$ cat src/arx_pkg.sv
// Shared constants, types and coefficient helpers for the ARX plant model step.
package arx_pkg;

    localparam int A_TAPS      = 4;
    localparam int B_TAPS      = 4;
    localparam int MAX_DELAY   = 16;
    localparam int PACKED_TAPS = 4;
    localparam int CTRL_DEPTH  = MAX_DELAY + B_TAPS;
    localparam int NUM_TAPS    = A_TAPS + B_TAPS;

    localparam int SAMPLE_W   = 16;
    localparam int COEF_W     = 16;
    localparam int PACKED_W   = PACKED_TAPS * COEF_W;
    localparam int DELAY_W    = 5;
    localparam int CFG_IDX_W  = 3;
    localparam int CFG_DATA_W = 64;
    localparam int FRAC_SHIFT = 12;

    localparam int PROD_W = SAMPLE_W + COEF_W;
    localparam int ACC_W  = PROD_W + $clog2(NUM_TAPS) + 1;
    localparam int Y_W    = ACC_W - FRAC_SHIFT + 1;

    localparam int CTRL_AW   = $clog2(CTRL_DEPTH);
    localparam int OUT_AW    = $clog2(A_TAPS);
    localparam int CCNT_W    = $clog2(CTRL_DEPTH + 1);
    localparam int YCNT_W    = $clog2(A_TAPS + 1);
    localparam int AGE_W     = CTRL_AW + 1;
    localparam int LAST_STEP = NUM_TAPS + 2;
    localparam int STEP_W    = $clog2(LAST_STEP + 1);

    localparam logic [CFG_IDX_W-1:0] REG_A_COEF   = 3'd0;
    localparam logic [CFG_IDX_W-1:0] REG_B_COEF   = 3'd1;
    localparam logic [CFG_IDX_W-1:0] REG_DELAY    = 3'd2;
    localparam logic [CFG_IDX_W-1:0] REG_CTRL_LO  = 3'd3;
    localparam logic [CFG_IDX_W-1:0] REG_CTRL_HI  = 3'd4;
    localparam logic [CFG_IDX_W-1:0] REG_OUT_LO   = 3'd5;
    localparam logic [CFG_IDX_W-1:0] REG_OUT_HI   = 3'd6;
    localparam logic [CFG_IDX_W-1:0] REG_LIM_EN   = 3'd7;

    localparam logic [PACKED_W-1:0] RST_A_COEF  = 64'h0000_0000_0000_F99A;
    localparam logic [PACKED_W-1:0] RST_B_COEF  = 64'h0000_0000_0000_099A;
    localparam logic [DELAY_W-1:0]  RST_DELAY   = 5'd1;
    localparam logic [SAMPLE_W-1:0] RST_LO      = 16'hD800;
    localparam logic [SAMPLE_W-1:0] RST_HI      = 16'h2800;

    typedef logic signed [SAMPLE_W-1:0] t_sample;
    typedef logic signed [COEF_W-1:0]   t_coef;

    function automatic t_coef tap_of(input logic [PACKED_W-1:0] packed_c,
                                     input logic [STEP_W-1:0] idx);
        t_coef c;
        c = '0;
        if (int'(idx) < PACKED_TAPS) begin
            c = packed_c[int'(idx) * COEF_W +: COEF_W];
        end
        return c;
    endfunction

endpackage

$ cat src/arx_if.sv
// Valid/ready channel interfaces for input samples, model output and register writes.
interface arx_in_if;
    logic              valid;
    logic              ready;
    arx_pkg::t_sample  control_in;
    arx_pkg::t_sample  noise_in;
    modport source (output valid, output control_in, output noise_in, input ready);
    modport sink   (input valid, input control_in, input noise_in, output ready);
endinterface

interface arx_out_if;
    logic              valid;
    logic              ready;
    arx_pkg::t_sample  model_out;
    modport source (output valid, output model_out, input ready);
    modport sink   (input valid, input model_out, output ready);
endinterface

interface arx_cfg_if;
    logic                                valid;
    logic                                ready;
    logic [arx_pkg::CFG_IDX_W-1:0]       index;
    logic [arx_pkg::CFG_DATA_W-1:0]      data;
    modport source (output valid, output index, output data, input ready);
    modport sink   (input valid, input index, input data, output ready);
endinterface

$ cat src/arx_ram.sv
// Generic single-write, single-read RAM with registered read data.
module arx_ram #(
    parameter int WIDTH = 16,
    parameter int DEPTH = 4
) (
    input  logic                     i_clk,
    input  logic                     i_we,
    input  logic [$clog2(DEPTH)-1:0] i_waddr,
    input  logic [WIDTH-1:0]         i_wdata,
    input  logic [$clog2(DEPTH)-1:0] i_raddr,
    output logic [WIDTH-1:0]         o_rdata
);

    logic [WIDTH-1:0] r_mem [DEPTH];
    logic [WIDTH-1:0] r_rdata;

    always_ff @(posedge i_clk) begin
        if (i_we) begin
            r_mem[i_waddr] <= i_wdata;
        end
        r_rdata <= r_mem[i_raddr];
    end

    assign o_rdata = r_rdata;

endmodule

$ cat src/arx_plant_model_step.sv
// Top level: ARX plant model, one output sample per control/noise input transaction.
// Each input transaction clamps the control sample (when limits are enabled), pushes it into
// a 20-entry control history RAM and then runs eight multiply-accumulate steps through one
// shared 16x16 multiplier: four input taps read from the control history RAM and four
// feedback taps read from a 4-entry output history RAM, one RAM read per step. Read, multiply
// and accumulate are separate register stages; an item goes through acceptance, eight reads,
// pipeline drain and result load (held while an earlier result is pending), and a new item is
// taken in the cycle after the result is loaded into the output register, even while that
// result still waits to be taken. History entries not yet written read as zero through fill
// counts, so no clearing pass follows reset. Register writes are taken in any cycle and
// must only be issued while the block is idle.
module arx_plant_model_step (
    input  logic       i_clk,
    input  logic       i_rst_n,
    arx_in_if.sink     i_in,
    arx_cfg_if.sink    i_cfg,
    arx_out_if.source  o_out
);
    import arx_pkg::*;

    localparam logic ST_IDLE = 1'b0;
    localparam logic ST_RUN  = 1'b1;

    logic                   r_state;
    logic [STEP_W-1:0]      r_step;

    logic [PACKED_W-1:0]    r_a_coef;
    logic [PACKED_W-1:0]    r_b_coef;
    logic [DELAY_W-1:0]     r_delay;
    t_sample                r_ctrl_lo;
    t_sample                r_ctrl_hi;
    t_sample                r_out_lo;
    t_sample                r_out_hi;
    logic                   r_lim_en;

    logic [CTRL_AW-1:0]     r_cwp;
    logic [CCNT_W-1:0]      r_ccnt;
    logic [OUT_AW-1:0]      r_ywp;
    logic [YCNT_W-1:0]      r_ycnt;

    t_sample                r_noise;
    t_coef                  r_coef1;
    logic                   r_zero1;
    logic                   r_fb1;
    logic signed [PROD_W-1:0] r_prod;
    logic                   r_fb2;
    logic signed [ACC_W-1:0]  r_acc;

    t_sample                r_out;
    logic                   r_out_valid;

    logic                   in_acc;
    logic                   cfg_acc;
    logic                   issue;
    logic                   finish;
    logic                   acc_en;
    t_sample                u_lim;
    logic [DELAY_W-1:0]     d_eff;
    logic [AGE_W-1:0]       c_age;
    logic [AGE_W-1:0]       c_off;
    logic [AGE_W-1:0]       c_addr_w;
    logic [CTRL_AW-1:0]     c_raddr;
    logic                   c_valid;
    logic [STEP_W-1:0]      a_idx;
    logic [OUT_AW-1:0]      y_raddr;
    logic                   y_valid;
    logic                   is_fb;
    t_coef                  coef;
    t_sample                c_rdata;
    t_sample                y_rdata;
    t_sample                op;
    logic signed [ACC_W-1:0] acc_sh;
    logic signed [Y_W-1:0]  y_sum;
    logic signed [Y_W-1:0]  y_lim;
    t_sample                y_sat;
    logic [CTRL_AW-1:0]     n_cwp;

    assign i_in.ready  = (r_state == ST_IDLE);
    assign i_cfg.ready = 1'b1;
    assign in_acc      = i_in.valid && i_in.ready;
    assign cfg_acc     = i_cfg.valid && i_cfg.ready;

    assign issue  = (r_state == ST_RUN) && (int'(r_step) < NUM_TAPS);
    assign acc_en = (r_state == ST_RUN) && (int'(r_step) >= 2) && (int'(r_step) < LAST_STEP);
    assign finish = (r_state == ST_RUN) && (r_step == STEP_W'(LAST_STEP))
                    && (!r_out_valid || o_out.ready);

    always_comb begin
        u_lim = i_in.control_in;
        if (r_lim_en) begin
            if (i_in.control_in < r_ctrl_lo) begin
                u_lim = r_ctrl_lo;
            end else if (i_in.control_in > r_ctrl_hi) begin
                u_lim = r_ctrl_hi;
            end
        end
    end

    always_comb begin
        if (r_delay == '0) begin
            d_eff = DELAY_W'(1);
        end else if (int'(r_delay) > MAX_DELAY) begin
            d_eff = DELAY_W'(MAX_DELAY);
        end else begin
            d_eff = r_delay;
        end
    end

    always_comb begin
        c_age = AGE_W'(d_eff) + AGE_W'(r_step);
        c_off = c_age + AGE_W'(1);
        if (AGE_W'(r_cwp) >= c_off) begin
            c_addr_w = AGE_W'(r_cwp) - c_off;
        end else begin
            c_addr_w = AGE_W'(r_cwp) + AGE_W'(CTRL_DEPTH) - c_off;
        end
        c_raddr = c_addr_w[CTRL_AW-1:0];
        c_valid = c_age < AGE_W'(r_ccnt);
        a_idx   = r_step - STEP_W'(B_TAPS);
        y_raddr = r_ywp - OUT_AW'(1) - a_idx[OUT_AW-1:0];
        y_valid = YCNT_W'(a_idx) < r_ycnt;
        is_fb   = int'(r_step) >= B_TAPS;
        coef    = is_fb ? tap_of(r_a_coef, a_idx) : tap_of(r_b_coef, r_step);
    end

    assign n_cwp = (int'(r_cwp) == CTRL_DEPTH - 1) ? '0 : r_cwp + CTRL_AW'(1);

    arx_ram #(.WIDTH(SAMPLE_W), .DEPTH(CTRL_DEPTH)) u_ctrl_ram (
        .i_clk   (i_clk),
        .i_we    (in_acc),
        .i_waddr (r_cwp),
        .i_wdata (u_lim),
        .i_raddr (c_raddr),
        .o_rdata (c_rdata)
    );

    arx_ram #(.WIDTH(SAMPLE_W), .DEPTH(A_TAPS)) u_out_ram (
        .i_clk   (i_clk),
        .i_we    (finish),
        .i_waddr (r_ywp),
        .i_wdata (y_sat),
        .i_raddr (y_raddr),
        .o_rdata (y_rdata)
    );

    assign op = r_zero1 ? '0 : (r_fb1 ? y_rdata : c_rdata);

    always_comb begin
        acc_sh = r_acc >>> FRAC_SHIFT;
        y_sum  = Y_W'(acc_sh) + Y_W'(r_noise);
        y_lim  = y_sum;
        if (r_lim_en) begin
            if (y_sum < Y_W'(r_out_lo)) begin
                y_lim = Y_W'(r_out_lo);
            end else if (y_sum > Y_W'(r_out_hi)) begin
                y_lim = Y_W'(r_out_hi);
            end
        end
        if (y_lim < Y_W'(signed'(16'sh8000))) begin
            y_sat = 16'sh8000;
        end else if (y_lim > Y_W'(signed'(16'sh7FFF))) begin
            y_sat = 16'sh7FFF;
        end else begin
            y_sat = y_lim[SAMPLE_W-1:0];
        end
    end

    always_ff @(posedge i_clk) begin
        if (!i_rst_n) begin
            r_a_coef  <= RST_A_COEF;
            r_b_coef  <= RST_B_COEF;
            r_delay   <= RST_DELAY;
            r_ctrl_lo <= RST_LO;
            r_ctrl_hi <= RST_HI;
            r_out_lo  <= RST_LO;
            r_out_hi  <= RST_HI;
            r_lim_en  <= 1'b1;
        end else if (cfg_acc) begin
            case (i_cfg.index)
                REG_A_COEF:  r_a_coef  <= i_cfg.data[PACKED_W-1:0];
                REG_B_COEF:  r_b_coef  <= i_cfg.data[PACKED_W-1:0];
                REG_DELAY:   r_delay   <= i_cfg.data[DELAY_W-1:0];
                REG_CTRL_LO: r_ctrl_lo <= i_cfg.data[SAMPLE_W-1:0];
                REG_CTRL_HI: r_ctrl_hi <= i_cfg.data[SAMPLE_W-1:0];
                REG_OUT_LO:  r_out_lo  <= i_cfg.data[SAMPLE_W-1:0];
                REG_OUT_HI:  r_out_hi  <= i_cfg.data[SAMPLE_W-1:0];
                REG_LIM_EN:  r_lim_en  <= i_cfg.data[0];
                default: ;
            endcase
        end
    end

    always_ff @(posedge i_clk) begin
        if (!i_rst_n) begin
            r_state     <= ST_IDLE;
            r_step      <= '0;
            r_cwp       <= '0;
            r_ccnt      <= '0;
            r_ywp       <= '0;
            r_ycnt      <= '0;
            r_out_valid <= 1'b0;
        end else begin
            case (r_state)
                ST_IDLE: begin
                    if (in_acc) begin
                        r_state <= ST_RUN;
                        r_step  <= '0;
                        r_cwp   <= n_cwp;
                        if (int'(r_ccnt) < CTRL_DEPTH) begin
                            r_ccnt <= r_ccnt + CCNT_W'(1);
                        end
                    end
                end
                ST_RUN: begin
                    if (int'(r_step) < LAST_STEP) begin
                        r_step <= r_step + STEP_W'(1);
                    end else if (finish) begin
                        r_state <= ST_IDLE;
                        r_ywp   <= r_ywp + OUT_AW'(1);
                        if (int'(r_ycnt) < A_TAPS) begin
                            r_ycnt <= r_ycnt + YCNT_W'(1);
                        end
                    end
                end
                default: r_state <= ST_IDLE;
            endcase
            if (finish) begin
                r_out_valid <= 1'b1;
            end else if (o_out.ready) begin
                r_out_valid <= 1'b0;
            end
        end
    end

    always_ff @(posedge i_clk) begin
        if (in_acc) begin
            r_noise <= i_in.noise_in;
            r_acc   <= '0;
        end else if (acc_en) begin
            if (r_fb2) begin
                r_acc <= r_acc - ACC_W'(r_prod);
            end else begin
                r_acc <= r_acc + ACC_W'(r_prod);
            end
        end
        r_coef1 <= coef;
        r_fb1   <= is_fb;
        r_zero1 <= !issue || (is_fb ? !y_valid : !c_valid);
        r_prod  <= op * r_coef1;
        r_fb2   <= r_fb1;
        if (finish) begin
            r_out <= y_sat;
        end
    end

    assign o_out.valid     = r_out_valid;
    assign o_out.model_out = r_out;

`ifndef SYNTHESIS
    a_accept_starts_run: assert property (@(posedge i_clk) disable iff (!i_rst_n)
        in_acc |=> (r_state == ST_RUN) && (r_step == '0))
        else $error("accepted transaction did not start the tap sequence");

    a_result_from_finish: assert property (@(posedge i_clk) disable iff (!i_rst_n)
        $rose(o_out.valid) |-> $past(r_state == ST_RUN && r_step == STEP_W'(LAST_STEP)))
        else $error("result appeared without a completed tap sequence");

    a_no_result_overwrite: assert property (@(posedge i_clk) disable iff (!i_rst_n)
        (o_out.valid && !o_out.ready) |=> o_out.valid && $stable(o_out.model_out))
        else $error("pending result was lost or changed");

    a_fill_bounds: assert property (@(posedge i_clk) disable iff (!i_rst_n)
        (int'(r_ccnt) <= CTRL_DEPTH) && (int'(r_ycnt) <= A_TAPS)
        && (int'(r_cwp) < CTRL_DEPTH))
        else $error("history pointer or fill count out of range");
`endif

endmodule

$ cat src/flat_wrapper.sv
// flat-port wrapper written by rule: the top's interface ports become plain ports
module arx_plant_model_step_flat import arx_pkg::*;
  (i_clk, i_rst_n, i_in_valid, i_in_control_in, i_in_noise_in, i_in_ready, i_cfg_valid, i_cfg_index, i_cfg_data, i_cfg_ready, o_out_valid, o_out_model_out, o_out_ready);
  arx_in_if i_in_i ();
  arx_cfg_if i_cfg_i ();
  arx_out_if o_out_i ();
  input  logic i_clk;
  input  logic i_rst_n;
  input wire logic [$bits(i_in_i.valid)-1:0] i_in_valid;
  input wire logic [$bits(i_in_i.control_in)-1:0] i_in_control_in;
  input wire logic [$bits(i_in_i.noise_in)-1:0] i_in_noise_in;
  output wire logic [$bits(i_in_i.ready)-1:0] i_in_ready;
  input wire logic [$bits(i_cfg_i.valid)-1:0] i_cfg_valid;
  input wire logic [$bits(i_cfg_i.index)-1:0] i_cfg_index;
  input wire logic [$bits(i_cfg_i.data)-1:0] i_cfg_data;
  output wire logic [$bits(i_cfg_i.ready)-1:0] i_cfg_ready;
  output wire logic [$bits(o_out_i.valid)-1:0] o_out_valid;
  output wire logic [$bits(o_out_i.model_out)-1:0] o_out_model_out;
  input wire logic [$bits(o_out_i.ready)-1:0] o_out_ready;
  assign i_in_i.valid = i_in_valid;
  assign i_in_i.control_in = i_in_control_in;
  assign i_in_i.noise_in = i_in_noise_in;
  assign i_in_ready = i_in_i.ready;
  assign i_cfg_i.valid = i_cfg_valid;
  assign i_cfg_i.index = i_cfg_index;
  assign i_cfg_i.data = i_cfg_data;
  assign i_cfg_ready = i_cfg_i.ready;
  assign o_out_valid = o_out_i.valid;
  assign o_out_model_out = o_out_i.model_out;
  assign o_out_i.ready = o_out_ready;
  arx_plant_model_step u_core (.i_clk(i_clk), .i_rst_n(i_rst_n), .i_in(i_in_i), .i_cfg(i_cfg_i), .o_out(o_out_i));
endmodule
$ cat config.mk
export PLATFORM = sky130hd
export DESIGN_NAME = arx_plant_model_step_flat
export DESIGN_NICKNAME = d
export VERILOG_FILES = /design/src/arx_pkg.sv /design/src/arx_if.sv /design/src/arx_ram.sv /design/src/arx_plant_model_step.sv /design/src/flat_wrapper.sv
export SDC_FILE = /design/constraint.sdc
export NUM_CORES = 2
export LEC_CHECK = 0
export BUFFER_PORTS_ARGS = -buffer_cell sky130_fd_sc_hd__buf_2
export CAP_MARGIN = 10
export CORE_ASPECT_RATIO = 0.75
export CORE_MARGIN = 8
export CORE_UTILIZATION = 45
export DETAILED_ROUTE_END_ITERATION = 10
export GPL_TIMING_DRIVEN = 0
export HOLD_SLACK_MARGIN = 0.06
export PLACE_DENSITY_LB_ADDON = 0.2
export SETUP_SLACK_MARGIN = 0.2
export SYNTH_ARGS = -nofsm -noshare
export SYNTH_HDL_FRONTEND = slang
export SYNTH_SLANG_ARGS = --single-unit
$ cat constraint.sdc
create_clock -name i_clk -period 8.66 [get_ports i_clk]
set_input_delay 2.165 -clock i_clk [delete_from_list [all_inputs] [get_ports i_clk]]
set_output_delay 2.165 -clock i_clk [all_outputs]
set_load 0.05 [all_outputs]
==> flow_summary.json <==
{
  "maxCapViolations": 0,
  "swShare_pct": 32.5,
  "synth_xor_area_share_pct": 2.54,
  "n_antenna_cell": 0,
  "switching_power_mw": 3.43,
  "p_clk_share_pct": 32.4,
  "synth_seq_area_share_pct": 43.3,
  "wl_per_cell_um": 22.3,
  "start_kind": "register",
  "ioPinCount": 123,
  "final_max_slew_viol_count": 0,
  "yosys_warnings": 0,
  "clock.fmax_ghz": 0.125,
  "peakVddDrop_mv": 0.143,
  "fin_area_mm2": 0.0496,
  "drc_errors": 0,
  "min_path_type": "reg -> reg",
  "synth_area_mm2": 0.0445,
  "synth-main-ff-cell": "edfxtp_1",
  "port_buffers": 117,
  "yosys-top-cells-count": "641 x nand2_1, 416 x edfxtp_1, 401 x inv_1",
  "cts.sinks": 754,
  "synth_edf_count": 416,
  "max_slew.worst_pin.slew_ns": 1.13,
  "area_delta_synth_final_pct": 11.5,
  "cp_max_fo": 10,
  "synth_nets": 4668,
  "placementRows": 100,
  "clkTransAtPathRegs_ns": 0.06,
  "place_area_mm2": 0.0469,
  "initial_utilization_pct": 45.1,
  "synth_fa_ha_area_share_pct": 19.4,
  "max-slew-margin-rel_pct": 24.0,
  "layout-drive-gt1-share_pct": 10.4,
  "clk_latency_ns": 0.64,
  "fin_skew_ns": 0.0415,
  "pwr-share-seq_pct": 38.9,
  "status": "finished clean",
  "period_share_pct": 92.0,
  "postCtsHoldBufs": 0,
  "crit_required_ns": 9.22,
  "async_flop_share_pct": 0,
  "route.vias.total": 31100,
  "grt_overflow": 0,
  "synth_area_per_cell_um2": 11.0,
  "ys_seq_elements": 754,
  "routed_wl_um": 126000,
  "antenna_found_initial": 3,
  "dpl.hpwl_um": 97600,
  "cellInternalPower_mw": 7.14,
  "die_x_um": 379,
  "cts_tree": "done",
  "dp.cells": 5490,
  "drtIter0Drc": 2791,
  "hold_viol_final": 0,
  "n_fill_cell": 9025,
  "rsz0062_at_grt": "no",
  "synth_area_leader_cell": "edfxtp_1",
  "yosys-mux-area-fraction_pct": 7.86,
  "p_total_mw": 10.6,
  "gp_congestion": 0.955,
  "final-instance-count-excl-fill": 5634,
  "period_needed_ns": 7.97,
  "core-area_mm2": 0.0986,
  "cts.htree.levels": 3,
  "critPathArrivalTime_ns": 8.53,
  "cts-buffers-inserted": 78,
  "synth_top_family_by_area": "adder cells",
  "grt_max_degree": 26,
  "finalSetupViolCount": 0,
  "grt_pass1_wl_um": 191000,
  "cts-root-buf": "clkbuf_16",
  "synth-compound-area-share_pct": 10.4,
  "die_area_mm2": 0.109,
  "synth.most_common_cell": "nand2_1",
  "syn_inst": 4036,
  "grt_pass1_vias": 30800,
  "p_per_area_mw_per_mm2": 213,
  "yosys.area_share.simple_pct": 11.6,
  "yosys.area.top_type_share_pct": 28.1,
  "synthTopCellsByArea": "edfxtp_1 28%, dfxtp_1 15%, fa_1 12%",
  "clock_path_buffers": 3,
  "die_y_um": 288,
  "viasPerCell": 5.52,
  "path_class": "reg -> reg",
  "grt_usage_pct": 23.0,
  "drtPass1Iterations": 6,
  "final_nets": 4878,
  "p_comb_share_pct": 28.7,
  "p_leak_nw": 19.4,
  "cp-end-kind": "register",
  "yosysUniqueCellTypes": 70,
  "ant_nets": 0
}
## area by class of cell
class / instances / area [um^2] / area share (%)
multi-input cells: 2703 / 23100 / 46.6
flip-flops and latches: 754 / 19300 / 38.8
clock buffers: 108 / 2170 / 4.37
well taps: 1326 / 1660 / 3.35
inverters: 402 / 1510 / 3.04
repair buffers: 130 / 774 / 1.56
plain buffers: 177 / 689 / 1.39
clock inverters: 34 / 403 / 0.813
## layout by cell type (no fill, tap or decap), types with 79 or more instances in the layout
cell type / count
a21boi_0: 173
a21oi_1: 177
and2_1: 129
buf_2: 117
clkbuf_1: 177
clkbuf_16: 79
dfxtp_1: 338
edfxtp_1: 416
fa_1: 268
ha_1: 260
inv_1: 401
mux4_2: 128
nand2_1: 641
nor2_1: 131
o21ai_0: 116
xnor2_1: 102
## sequential cells by signal, indices dropped and copies added (netlist names), 32 cells and up
name / count
u_core.u_ctrl_ram.r_mem: 320
u_core.r_a_coef: 64
u_core.r_b_coef: 64
u_core.u_out_ram.r_mem: 64
u_core.r_acc: 36
u_core.r_prod: 32
## routing by layer
metal  GRT usage [%]  vias to the layer above  share of wire, %  wire length [um]
li1                -                    14300                 -                 -
met1            35.3                    15500                48             60200
met2            33.1                     1115                41             52000
met3            4.53                      156               8.2             10300
met4            5.78                        0               2.6              3220
met5               0                        -                 0                 0
## timing repair
item | in CTS | in global routing
setup buffers | 0 | 0
pin swaps | 0 | 0
setup endpoints to repair | 7 | 9
cloned | 0 | 0
resized for setup | 4 | 25
## path summary, 6_finish.rpt
| check | startpoint | to | slack, ns | depth (start not counted) |
|---|---|---|---|---|
| max | u_core.r_fb1 | u_core.r_prod[29] | 0.69 | 26 |
| min | u_core.r_fb1 | u_core.r_fb2 | 0.39 | 0 |
| max reg2reg | u_core.r_fb1 | u_core.r_prod[29] | 0.69 | 26 |
| min reg2reg | u_core.r_fb1 | u_core.r_fb2 | 0.39 | 0 |
## logic make-up after synthesis
kind of cell,after synthesis
XOR/XNOR,129
AO/OA/AOI/OAI,699
AND/OR/NAND/NOR,1159
other,1
multiplexers,187
flip-flops,754
adder cells (fa/ha/maj),528
buffers and inverters,579
## per-stage QoR
step / hold WS (ns) / worst slack [ns] / TNS, ns / util (%)
finish: 0.395 / 0.690 / 0 / 50.3
global route: 0.399 / 0.330 / 0 / 50.3
CTS: 0.404 / 0.242 / 0 / 50.2
detailed placement: 0.416 / -0.0918 / -0.235 / 47.6
global placement: 0.412 / -0.0761 / -0.171 / 47.4
floorplan: 0.329 / 1.47 / 0 / -
## worst max-delay path, stage by stage (launching register included)
cell and delay, ns:
dfxtp_1 0.39, clkbuf_2 0.26, clkbuf_2 0.36, mux2i_1 0.16, nor2_2 0.37, clkbuf_2 0.37, nand2_1 0.13, fa_1 0.58
inv_1 0.06, fa_1 0.47, fa_1 0.52, fa_1 0.51, fa_1 0.49, inv_1 0.05, fa_1 0.50, inv_1 0.05
ha_1 0.33, a21o_1 0.17, a21oi_1 0.32, nor3b_2 0.36, a211oi_1 0.17, o41ai_1 0.52, a21oi_1 0.25, nand3_1 0.15
nand2_1 0.06, a21oi_1 0.18, xnor2_1 0.13
## power by group through the flow
stage          Sequential [mW]  Combinational, mW  Clock [mW]
6_report                  4.11               3.03        3.42
3_5_place_dp              4.18               3.01           0
2_1_floorplan             4.12               2.17           0
4_1_cts                   4.11               3.03        3.47
5_1_grt                   4.12               3.37        3.60
3_3_place_gp              4.18               2.97           0
Note: power is estimated with default switching activity, not from simulation.
